**config.mk**
```make
export PLATFORM = sky130hd
export DESIGN_NAME = sorted_priority_queue
export DESIGN_NICKNAME = d
export VERILOG_FILES = /design/src/rtl/spq_pkg.sv /design/src/rtl/sorted_priority_queue.sv /design/src/rtl/spq_cell.sv /design/src/rtl/spq_ctrl.sv
export VERILOG_INCLUDE_DIRS = /design/src /design/src/rtl
export SDC_FILE = /design/constraint.sdc
export NUM_CORES = 2
export LEC_CHECK = 0
export BUFFER_PORTS_ARGS = -buffer_cell sky130_fd_sc_hd__buf_2
export CAP_MARGIN = 40
export CORE_MARGIN = 2
export CORE_UTILIZATION = 38
export DETAILED_ROUTE_END_ITERATION = 7
export PLACE_DENSITY = 0.6
export SKIP_LAST_GASP = 1
export SLEW_MARGIN = 5
export SYNTH_ARGS = -nofsm -noshare
export SYNTH_HDL_FRONTEND = slang
export SYNTH_SLANG_ARGS = --single-unit
export TNS_END_PERCENT = 1
```
**constraint.sdc**
```tcl
create_clock -name clk -period 12.7 [get_ports clk]
set_clock_uncertainty 0.15 [all_clocks]
set_input_delay 1.27 -clock clk [delete_from_list [all_inputs] [get_ports clk]]
set_output_delay 1.27 -clock clk [all_outputs]
set_load 0.1 [all_outputs]
```
**src/rtl/sorted_priority_queue_assert.svh**
```systemverilog
// Assertion macros for the sorted priority queue sequencer.
`ifndef SORTED_PRIORITY_QUEUE_ASSERT_SVH
`define SORTED_PRIORITY_QUEUE_ASSERT_SVH

// The antecedent implies the consequent in the same cycle.
`define SPQ_ASSERT_SAME(lbl, ante, cons, msg) \
  lbl: assert property (@(posedge clk) disable iff (!rst_n) (ante) |-> (cons)) \
    else $error(msg);

// The antecedent implies the consequent in the cycle after.
`define SPQ_ASSERT_NEXT(lbl, ante, cons, msg) \
  lbl: assert property (@(posedge clk) disable iff (!rst_n) (ante) |=> (cons)) \
    else $error(msg);

`endif

```
**src/rtl/spq_pkg.sv**
```systemverilog
// Types, codes and sizes shared by the sorted priority queue.
`timescale 1ns / 1ps

package spq_pkg;

  localparam int DEPTH   = 16;
  localparam int MAX_RUN = 16;
  localparam int RUN_CAP = (MAX_RUN < DEPTH) ? MAX_RUN : DEPTH;
  localparam int STEP_W  = $clog2(DEPTH);
  localparam int CNT_W   = 5;
  localparam logic [CNT_W-1:0] CNT_MAX = '1;

  localparam logic [3:0] URG_HIGH   = 4'd1;
  localparam logic [3:0] URG_MEDIUM = 4'd2;

  typedef enum logic [2:0] {
    ACT_INSERT  = 3'd0,
    ACT_POP     = 3'd1,
    ACT_VIEW    = 3'd2,
    ACT_DISPLAY = 3'd3,
    ACT_COUNT   = 3'd4,
    ACT_SEARCH  = 3'd5
  } action_t;

  typedef enum logic [1:0] {
    STAT_OK        = 2'd0,
    STAT_EMPTY     = 2'd1,
    STAT_FULL      = 2'd2,
    STAT_NOT_FOUND = 2'd3
  } status_t;

  typedef enum logic [1:0] {
    CELL_HOLD   = 2'd0,
    CELL_INSERT = 2'd1,
    CELL_POP    = 2'd2,
    CELL_ROTATE = 2'd3
  } cell_op_t;

  typedef struct packed {
    logic [2:0]  action;
    logic [15:0] parcel_id;
    logic [15:0] sender_tag;
    logic [15:0] receiver_tag;
    logic [31:0] weight_bits;
    logic [3:0]  urgency;
  } in_item_t;

  typedef struct packed {
    logic [1:0]       status;
    logic [15:0]      entry_id;
    logic [15:0]      entry_sender;
    logic [15:0]      entry_receiver;
    logic [31:0]      entry_weight;
    logic [3:0]       entry_urgency;
    logic [CNT_W-1:0] count_high;
    logic [CNT_W-1:0] count_medium;
    logic [CNT_W-1:0] count_low;
    logic             last_of_run;
  } out_item_t;

  typedef struct packed {
    logic [15:0] id;
    logic [15:0] sender;
    logic [15:0] receiver;
    logic [31:0] weight;
    logic [3:0]  urgency;
  } entry_t;

  // Command broadcast from the sequencer to every cell.
  typedef struct packed {
    cell_op_t op;
    entry_t   new_entry;
  } cell_ctl_t;

  // What the sequencer sees of the chain.
  typedef struct packed {
    logic   head_valid;
    logic   second_valid;
    logic   full;
    entry_t head;
  } chain_stat_t;

  function automatic logic [CNT_W-1:0] sat_inc(input logic [CNT_W-1:0] v);
    return (v == CNT_MAX) ? v : v + CNT_W'(1);
  endfunction

endpackage

```
**src/rtl/sorted_priority_queue.sv**
```systemverilog
// Sorted priority queue: top level with the cell chain and the sequencer.
//
// Usage: one action per input beat on in_valid/in_ready/in_data; results
// leave on out_valid/out_ready/out_data, one beat each, the final one of an
// action marked by last_of_run. Actions 6 and 7 are taken and dropped.
// Entries sit in a chain of DEPTH cells kept sorted by (urgency, id), head
// in cell 0. Insert, dispatch and view finish in the accept cycle and their
// result is registered the cycle after, so such actions run at one per
// cycle while the receiver keeps up. Display, count and search rotate the
// chain once through the head cell, one slot per cycle while the receiver
// keeps up, and no new action is taken until the rotation is done; the
// rotation leaves the order unchanged. On an empty queue these answer at
// once with an empty status.
// A single output register holds each beat; while the receiver stalls, the
// sequencer stops and no new action is taken. Reset empties the queue and
// the output register.
`timescale 1ns / 1ps

module sorted_priority_queue import spq_pkg::*; (
  input  logic      clk,
  input  logic      rst_n,
  input  logic      in_valid,
  output logic      in_ready,
  input  in_item_t  in_data,
  output logic      out_valid,
  input  logic      out_ready,
  output out_item_t out_data
);

  cell_ctl_t   ctl;
  chain_stat_t stat;

  logic   cell_valid [DEPTH];
  entry_t cell_entry [DEPTH];
  logic   cell_after [DEPTH];

  genvar gi;
  generate
    for (gi = 0; gi < DEPTH; gi++) begin : g_cell
      logic   p_valid, p_after, n_valid;
      entry_t p_entry, n_entry;

      if (gi == 0) begin : g_head
        assign p_valid = 1'b0;
        assign p_entry = '0;
        assign p_after = 1'b1;
      end else begin : g_body
        assign p_valid = cell_valid[gi-1];
        assign p_entry = cell_entry[gi-1];
        assign p_after = cell_after[gi-1];
      end

      // The tail refills from the head only while rotating; a dispatch empties it.
      if (gi == DEPTH - 1) begin : g_tail
        assign n_valid = cell_valid[0] && (ctl.op == CELL_ROTATE);
        assign n_entry = cell_entry[0];
      end else begin : g_link
        assign n_valid = cell_valid[gi+1];
        assign n_entry = cell_entry[gi+1];
      end

      spq_cell u_cell (
        .clk        (clk),
        .rst_n      (rst_n),
        .ctl        (ctl),
        .prev_valid (p_valid),
        .prev_entry (p_entry),
        .prev_after (p_after),
        .next_valid (n_valid),
        .next_entry (n_entry),
        .valid      (cell_valid[gi]),
        .entry      (cell_entry[gi]),
        .after      (cell_after[gi])
      );
    end
  endgenerate

  assign stat.head_valid   = cell_valid[0];
  assign stat.second_valid = cell_valid[1];
  assign stat.full         = cell_valid[DEPTH-1];
  assign stat.head         = cell_entry[0];

  spq_ctrl u_ctrl (
    .clk       (clk),
    .rst_n     (rst_n),
    .in_valid  (in_valid),
    .in_ready  (in_ready),
    .in_data   (in_data),
    .out_valid (out_valid),
    .out_ready (out_ready),
    .out_data  (out_data),
    .stat      (stat),
    .ctl       (ctl)
  );

endmodule

```
**src/rtl/spq_cell.sv**
```systemverilog
// One slot of the sorted chain: holds an entry and trades it with its neighbors.
`timescale 1ns / 1ps

module spq_cell import spq_pkg::*; (
  input  logic      clk,
  input  logic      rst_n,
  input  cell_ctl_t ctl,
  input  logic      prev_valid,
  input  entry_t    prev_entry,
  input  logic      prev_after,
  input  logic      next_valid,
  input  entry_t    next_entry,
  output logic      valid,
  output entry_t    entry,
  output logic      after
);

  logic   valid_r, valid_nxt;
  entry_t entry_r, entry_nxt;

  // An entry stays ahead of a new one whose key is greater than or equal to its own.
  assign after = valid_r &&
      ({entry_r.urgency, entry_r.id} <= {ctl.new_entry.urgency, ctl.new_entry.id});

  always_comb begin
    valid_nxt = valid_r;
    entry_nxt = entry_r;
    unique case (ctl.op)
      CELL_INSERT: begin
        if (!after) begin
          if (prev_after) begin
            valid_nxt = 1'b1;
            entry_nxt = ctl.new_entry;
          end else begin
            valid_nxt = prev_valid;
            entry_nxt = prev_entry;
          end
        end
      end
      CELL_POP, CELL_ROTATE: begin
        valid_nxt = next_valid;
        entry_nxt = next_entry;
      end
      default: ;
    endcase
  end

  always_ff @(posedge clk) begin
    if (!rst_n) begin
      valid_r <= 1'b0;
    end else begin
      valid_r <= valid_nxt;
    end
    entry_r <= entry_nxt;
  end

  assign valid = valid_r;
  assign entry = entry_r;

endmodule

```
**src/rtl/spq_ctrl.sv**
```systemverilog
// Sequencer: decodes actions, drives the cell chain and holds the output register.
`timescale 1ns / 1ps
`include "sorted_priority_queue_assert.svh"

module spq_ctrl import spq_pkg::*; (
  input  logic        clk,
  input  logic        rst_n,
  input  logic        in_valid,
  output logic        in_ready,
  input  in_item_t    in_data,
  output logic        out_valid,
  input  logic        out_ready,
  output out_item_t   out_data,
  input  chain_stat_t stat,
  output cell_ctl_t   ctl
);

  typedef enum logic [1:0] {
    ST_IDLE = 2'b01,
    ST_SCAN = 2'b10
  } state_t;

  state_t            state_r, state_nxt;
  action_t           act_r, act_nxt;
  logic [15:0]       key_r, key_nxt;
  logic [STEP_W-1:0] step_r, step_nxt;
  logic [CNT_W-1:0]  hi_r, hi_nxt, med_r, med_nxt, lo_r, lo_nxt;
  logic              found_r, found_nxt;
  logic              out_valid_r;
  out_item_t         out_r;

  logic      step_go, in_fire, emit, last_step, match;
  out_item_t res;

  // A step may run only when the output register can take a beat.
  assign step_go   = !out_valid_r || out_ready;
  assign in_ready  = (state_r == ST_IDLE) && step_go;
  assign in_fire   = in_valid && in_ready;
  assign last_step = (step_r == STEP_W'(DEPTH - 1));
  assign match     = stat.head_valid && (stat.head.id == key_r) && !found_r;

  always_comb begin
    state_nxt = state_r;
    act_nxt   = act_r;
    key_nxt   = key_r;
    step_nxt  = step_r;
    hi_nxt    = hi_r;
    med_nxt   = med_r;
    lo_nxt    = lo_r;
    found_nxt = found_r;
    emit      = 1'b0;
    res       = '0;
    ctl.op    = CELL_HOLD;
    ctl.new_entry.id       = in_data.parcel_id;
    ctl.new_entry.sender   = in_data.sender_tag;
    ctl.new_entry.receiver = in_data.receiver_tag;
    ctl.new_entry.weight   = in_data.weight_bits;
    ctl.new_entry.urgency  = in_data.urgency;

    unique case (state_r)
      ST_IDLE: begin
        if (in_fire) begin
          res.last_of_run = 1'b1;
          unique case (action_t'(in_data.action))
            ACT_INSERT: begin
              emit = 1'b1;
              if (stat.full) begin
                res.status = STAT_FULL;
              end else begin
                res.status = STAT_OK;
                ctl.op     = CELL_INSERT;
              end
            end
            ACT_POP, ACT_VIEW: begin
              emit = 1'b1;
              if (!stat.head_valid) begin
                res.status = STAT_EMPTY;
              end else begin
                res.status         = STAT_OK;
                res.entry_id       = stat.head.id;
                res.entry_sender   = stat.head.sender;
                res.entry_receiver = stat.head.receiver;
                res.entry_weight   = stat.head.weight;
                res.entry_urgency  = stat.head.urgency;
                if (action_t'(in_data.action) == ACT_POP) begin
                  ctl.op = CELL_POP;
                end
              end
            end
            ACT_DISPLAY, ACT_COUNT, ACT_SEARCH: begin
              if (!stat.head_valid) begin
                emit       = 1'b1;
                res.status = STAT_EMPTY;
              end else begin
                state_nxt = ST_SCAN;
                act_nxt   = action_t'(in_data.action);
                key_nxt   = in_data.parcel_id;
                step_nxt  = '0;
                hi_nxt    = '0;
                med_nxt   = '0;
                lo_nxt    = '0;
                found_nxt = 1'b0;
              end
            end
            default: ;
          endcase
        end
      end
      ST_SCAN: begin
        // One full rotation of the chain walks every slot past the head and
        // leaves the queue as it was.
        if (step_go) begin
          ctl.op   = CELL_ROTATE;
          step_nxt = step_r + STEP_W'(1);
          res.status         = STAT_OK;
          res.entry_id       = stat.head.id;
          res.entry_sender   = stat.head.sender;
          res.entry_receiver = stat.head.receiver;
          res.entry_weight   = stat.head.weight;
          res.entry_urgency  = stat.head.urgency;
          unique case (act_r)
            ACT_DISPLAY: begin
              emit = stat.head_valid && (step_r <= STEP_W'(RUN_CAP - 1));
              res.last_of_run = !stat.second_valid || (step_r == STEP_W'(RUN_CAP - 1));
            end
            ACT_COUNT: begin
              if (stat.head_valid) begin
                if (stat.head.urgency == URG_HIGH) begin
                  hi_nxt = sat_inc(hi_r);
                end else if (stat.head.urgency == URG_MEDIUM) begin
                  med_nxt = sat_inc(med_r);
                end else begin
                  lo_nxt = sat_inc(lo_r);
                end
              end
              res                = '0;
              res.status         = STAT_OK;
              res.count_high     = hi_nxt;
              res.count_medium   = med_nxt;
              res.count_low      = lo_nxt;
              res.last_of_run    = 1'b1;
              emit               = last_step;
            end
            ACT_SEARCH: begin
              res.last_of_run = 1'b1;
              if (match) begin
                emit      = 1'b1;
                found_nxt = 1'b1;
              end else if (last_step && !found_r) begin
                emit            = 1'b1;
                res             = '0;
                res.status      = STAT_NOT_FOUND;
                res.last_of_run = 1'b1;
              end
            end
            default: ;
          endcase
          if (last_step) begin
            state_nxt = ST_IDLE;
          end
        end
      end
      default: state_nxt = ST_IDLE;
    endcase
  end

  always_ff @(posedge clk) begin
    if (!rst_n) begin
      state_r     <= ST_IDLE;
      out_valid_r <= 1'b0;
    end else begin
      state_r <= state_nxt;
      if (emit) begin
        out_valid_r <= 1'b1;
      end else if (out_ready) begin
        out_valid_r <= 1'b0;
      end
    end
    if (emit) begin
      out_r <= res;
    end
    act_r   <= act_nxt;
    key_r   <= key_nxt;
    step_r  <= step_nxt;
    hi_r    <= hi_nxt;
    med_r   <= med_nxt;
    lo_r    <= lo_nxt;
    found_r <= found_nxt;
  end

  assign out_valid = out_valid_r;
  assign out_data  = out_r;

  `SPQ_ASSERT_NEXT(a_pop_returns_head,
      in_fire && (in_data.action == ACT_POP) && stat.head_valid,
      out_valid_r && out_r.last_of_run && (out_r.status == STAT_OK),
      "dispatch on a filled queue did not return a final ok beat")
  `SPQ_ASSERT_NEXT(a_full_insert_rejected,
      in_fire && (in_data.action == ACT_INSERT) && stat.full,
      out_valid_r && (out_r.status == STAT_FULL),
      "insert into a full queue was not rejected")
  `SPQ_ASSERT_SAME(a_run_continues,
      out_valid_r && !out_r.last_of_run,
      state_r == ST_SCAN,
      "a beat that is not the last of its run was left without a scan")
  `SPQ_ASSERT_SAME(a_single_search_hit,
      (state_r == ST_SCAN) && (act_r == ACT_SEARCH) && found_r,
      !emit,
      "search produced a second result")

endmodule

```
==> reports/metrics.cfg <==
[outcome]
outcome=completed

[sta]
min_period_ns=6.27
clock.fmax_mhz=160
tns_ns=0
fin_crit_sh_pct=49.4
finalHoldViolations=0
maxSlewHeadroom_pct=30.5
finalSetupViolCount=0
maxSlewViolCount=0
rsz0062_at_grt=no
setup_slack_ns=6.43
worst_pin_slew_ns=1.04

[pwr]
power.total_mw=11.2
comb_power_share_pct=6.8
peakVddDrop_uv=176
netSwitchingFraction_pct=24.5
intPower_mw=8.42
clkPwrFrac_pct=42.8
power_density_nw_per_um2=124
power_switching_mw=2.73
p_leak_nw=28.8
seqPwrFrac_pct=50.4

[grt]
grt_pass1_wl_microns=389000
grt_overflow=0
grtUsageTotal_pct=23.9
antenna_found_initial=37
grt_max_degree=201
grt_pass1_vias=56724

[critical_path]
crit_path_start=in_data[74]
rr_startpoint=g_cell[13].u_cell.entry[2]
crit_type=in -> reg
critPathCaptureType=flop
reg2reg_slack_ns=7.32
r2r-end=g_cell[13].u_cell.entry[38]
endpoint=g_cell[13].u_cell.entry[38]
worstPathArrival_ns=6.60
critPathLaunchType=input pin
ff2ff_path_depth=10
cp.required_ns=13.03
critPathMaxFanout=40

[final_layout]
layout-drive-gt1-share_pct=9.62
fin_area_sq_um=90100
most-common-layout-cells=1499 x nand2_1, 1485 x edfxtp_1, 926 x mux2i_1
area_growth_pct=11.3
layout_commonest_cell=nand2_1
finalNetCount=7660
fin_util_pct=42.5

[synth]
yosysSeqAreaShare_pct=55.5
ys_async_sr_fraction_pct=0
synth_top_area_share_pct=55.1
synth.cell_area_sq_um=81000
yosysTopAreaCell=edfxtp_1
synthCells=7350
ys_warn_count=0
synth_ff_type=edfxtp_1
synth_edf_count=1485
synth.area.top_cells=edfxtp_1 55%, mux2i_1 11%, nand2_1 7.0%
syn_area_per_cell_sq_um=11.0
syn-num-nets=7748
ys_seq_elements=1504
yosysUniqueCellTypes=72

[die]
die_x_microns=466
row_count=169
initial_core_util_pct=38.2
dieArea_sq_um=217000
core_area_sq_um=212000
ios=195
die_h_microns=466

[job]
cap_violations=0

[route]
drt_iter0_drc=6858
drt_pass1_iterations=6
ant_nets=0
drc=0
drt_wl_total_microns=266000
wl_per_cell_microns=26.1
via_per_inst=5.81
vias=59435

[place]
port-buffer-count=194
dp_slack_ns=5.72
placed_area_sq_um=84800
place.gp.congestion=0.975
dp_hpwl_microns=163000

[clock_tree]
cts_htree_levels=4
cts_tree=done
ctsResizeCount=0
numCtsBuffers=161
cts.path.max_buffers=3
post-cts-setup-buffer-count=0
numClockSinks=1504
hold_buffers=0
clk_latency_ns=0.83
root_buffer=clkbuf_16
clk_pin_slew_ns=0.06

[min_path]
min_path_type=reg -> reg

-- synthesized netlist by cell type, types with 7 or more instances --
library cell / count
a22oi_1: 14
a221o_1: 7
buf_2: 184
nand2_1: 1504
nor4_1: 18
a21oi_1: 372
buf_6: 34
and4_1: 8
and3_1: 12
o21a_1: 9
o21ai_0: 626
a21o_1: 30
o211ai_2: 83
ha_1: 307
edfxtp_1: 1485
o311ai_0: 7
a21boi_1: 13
nand3_1: 269
buf_4: 40
dfxtp_1: 19
buf_1: 25
nand3_2: 25
a21boi_0: 8
nand4_1: 65
nor2b_1: 21
mux2i_1: 926
clkbuf_1: 301
nor2_1: 228
o211ai_1: 176
inv_1: 50
o21ai_1: 270
nor3_1: 12
xor2_1: 17
and2_1: 98
-- registers in the layout, indices dropped and copies added (netlist names) --
| register | count |
|---|---|
| u_ctrl.hi_r | 5 |
| g_cell.u_cell.valid | 16 |
| u_ctrl.lo_r | 5 |
| u_ctrl.out_data | 102 |
| u_ctrl.key_r | 16 |
| u_ctrl.step_r | 4 |
| u_ctrl.state_r | 2 |
| u_ctrl.out_valid | 1 |
| u_ctrl.med_r | 5 |
| u_ctrl.found_r | 1 |
| g_cell.u_cell.entry | 1344 |
| u_ctrl.act_r | 3 |
-- critical path: stages --
cell	delay [ns]
buf_2	0.41
inv_1	0.49
ha_1	0.47
nand4_1	0.32
or4_1	0.54
o221ai_1	0.42
a21bo_4	0.76
nand2_1	0.21
nand2_4	0.40
buf_4	0.57
buf_4	0.33
buf_16	0.31
-- how the worst min path moves through the flow --
stage	depth (start not counted)	slack, ns	endpoint	start
2_1_floorplan	2	0.30	u_ctrl.state_r[1]	u_ctrl.state_r[1]
3_3_place_gp	2	0.32	u_ctrl.state_r[1]	u_ctrl.state_r[1]
3_5_place_dp	2	0.33	u_ctrl.state_r[1]	u_ctrl.state_r[1]
4_1_cts	2	0.34	u_ctrl.state_r[1]	u_ctrl.state_r[1]
5_1_grt	2	0.36	u_ctrl.state_r[1]	u_ctrl.state_r[1]
6_report	2	0.33	u_ctrl.state_r[1]	u_ctrl.state_r[1]
-- cell type report --
type                            instances  area, sq um
Timing Repair Buffer                  334         2830
Tap cell                             2821         3530
Inverter                               50          188
Clock inverter                         95          971
Clock buffer                          200         4260
Multi-Input combinational cell       5211        33300
Fill cell                           19983       122000
Antenna cell                            9         22.5
Sequential cell                      1504        45000
-- routing by layer --
metal	share of wire, %	vias up	global-route usage [%]
met4	3.5	12	7.90
met1	43	29562	33.1
met3	7.8	489	3.72
met2	46	2509	38.3
li1	-	26863	-
met5	0.027	-	0
-- through the flow --
stage                     std cells  hold slack, ns
final                         10224           0.335
after global routing          10218           0.357
after CTS                     10215           0.340
after detailed placement       9920           0.332
after global placement         9880           0.316
after floorplan                7350           0.303
-- power by group through the flow --
stage	clock network, mW	logic, mW	registers, mW
finish	4.77	0.757	5.62
global placement	0	0.727	5.73
detailed placement	0	0.751	5.73
global route	5.03	0.810	5.63
floorplan	0	0.358	5.86
CTS	4.85	0.753	5.62
-- logic make-up after synthesis --
group / Yosys count / share of synthesized area, %
AOI/OAI and AO/OA: 1663 / 12.2
buffers and inverters: 635 / 3.73
adders and majority gates: 307 / 4.74
muxes: 928 / 11.5
xor gates and xnor gates: 23 / 0.249
DFF: 1504 / 55.5
and+or+nand+nor: 2290 / 12.1
Note: power is estimated with default switching activity, not from simulation.
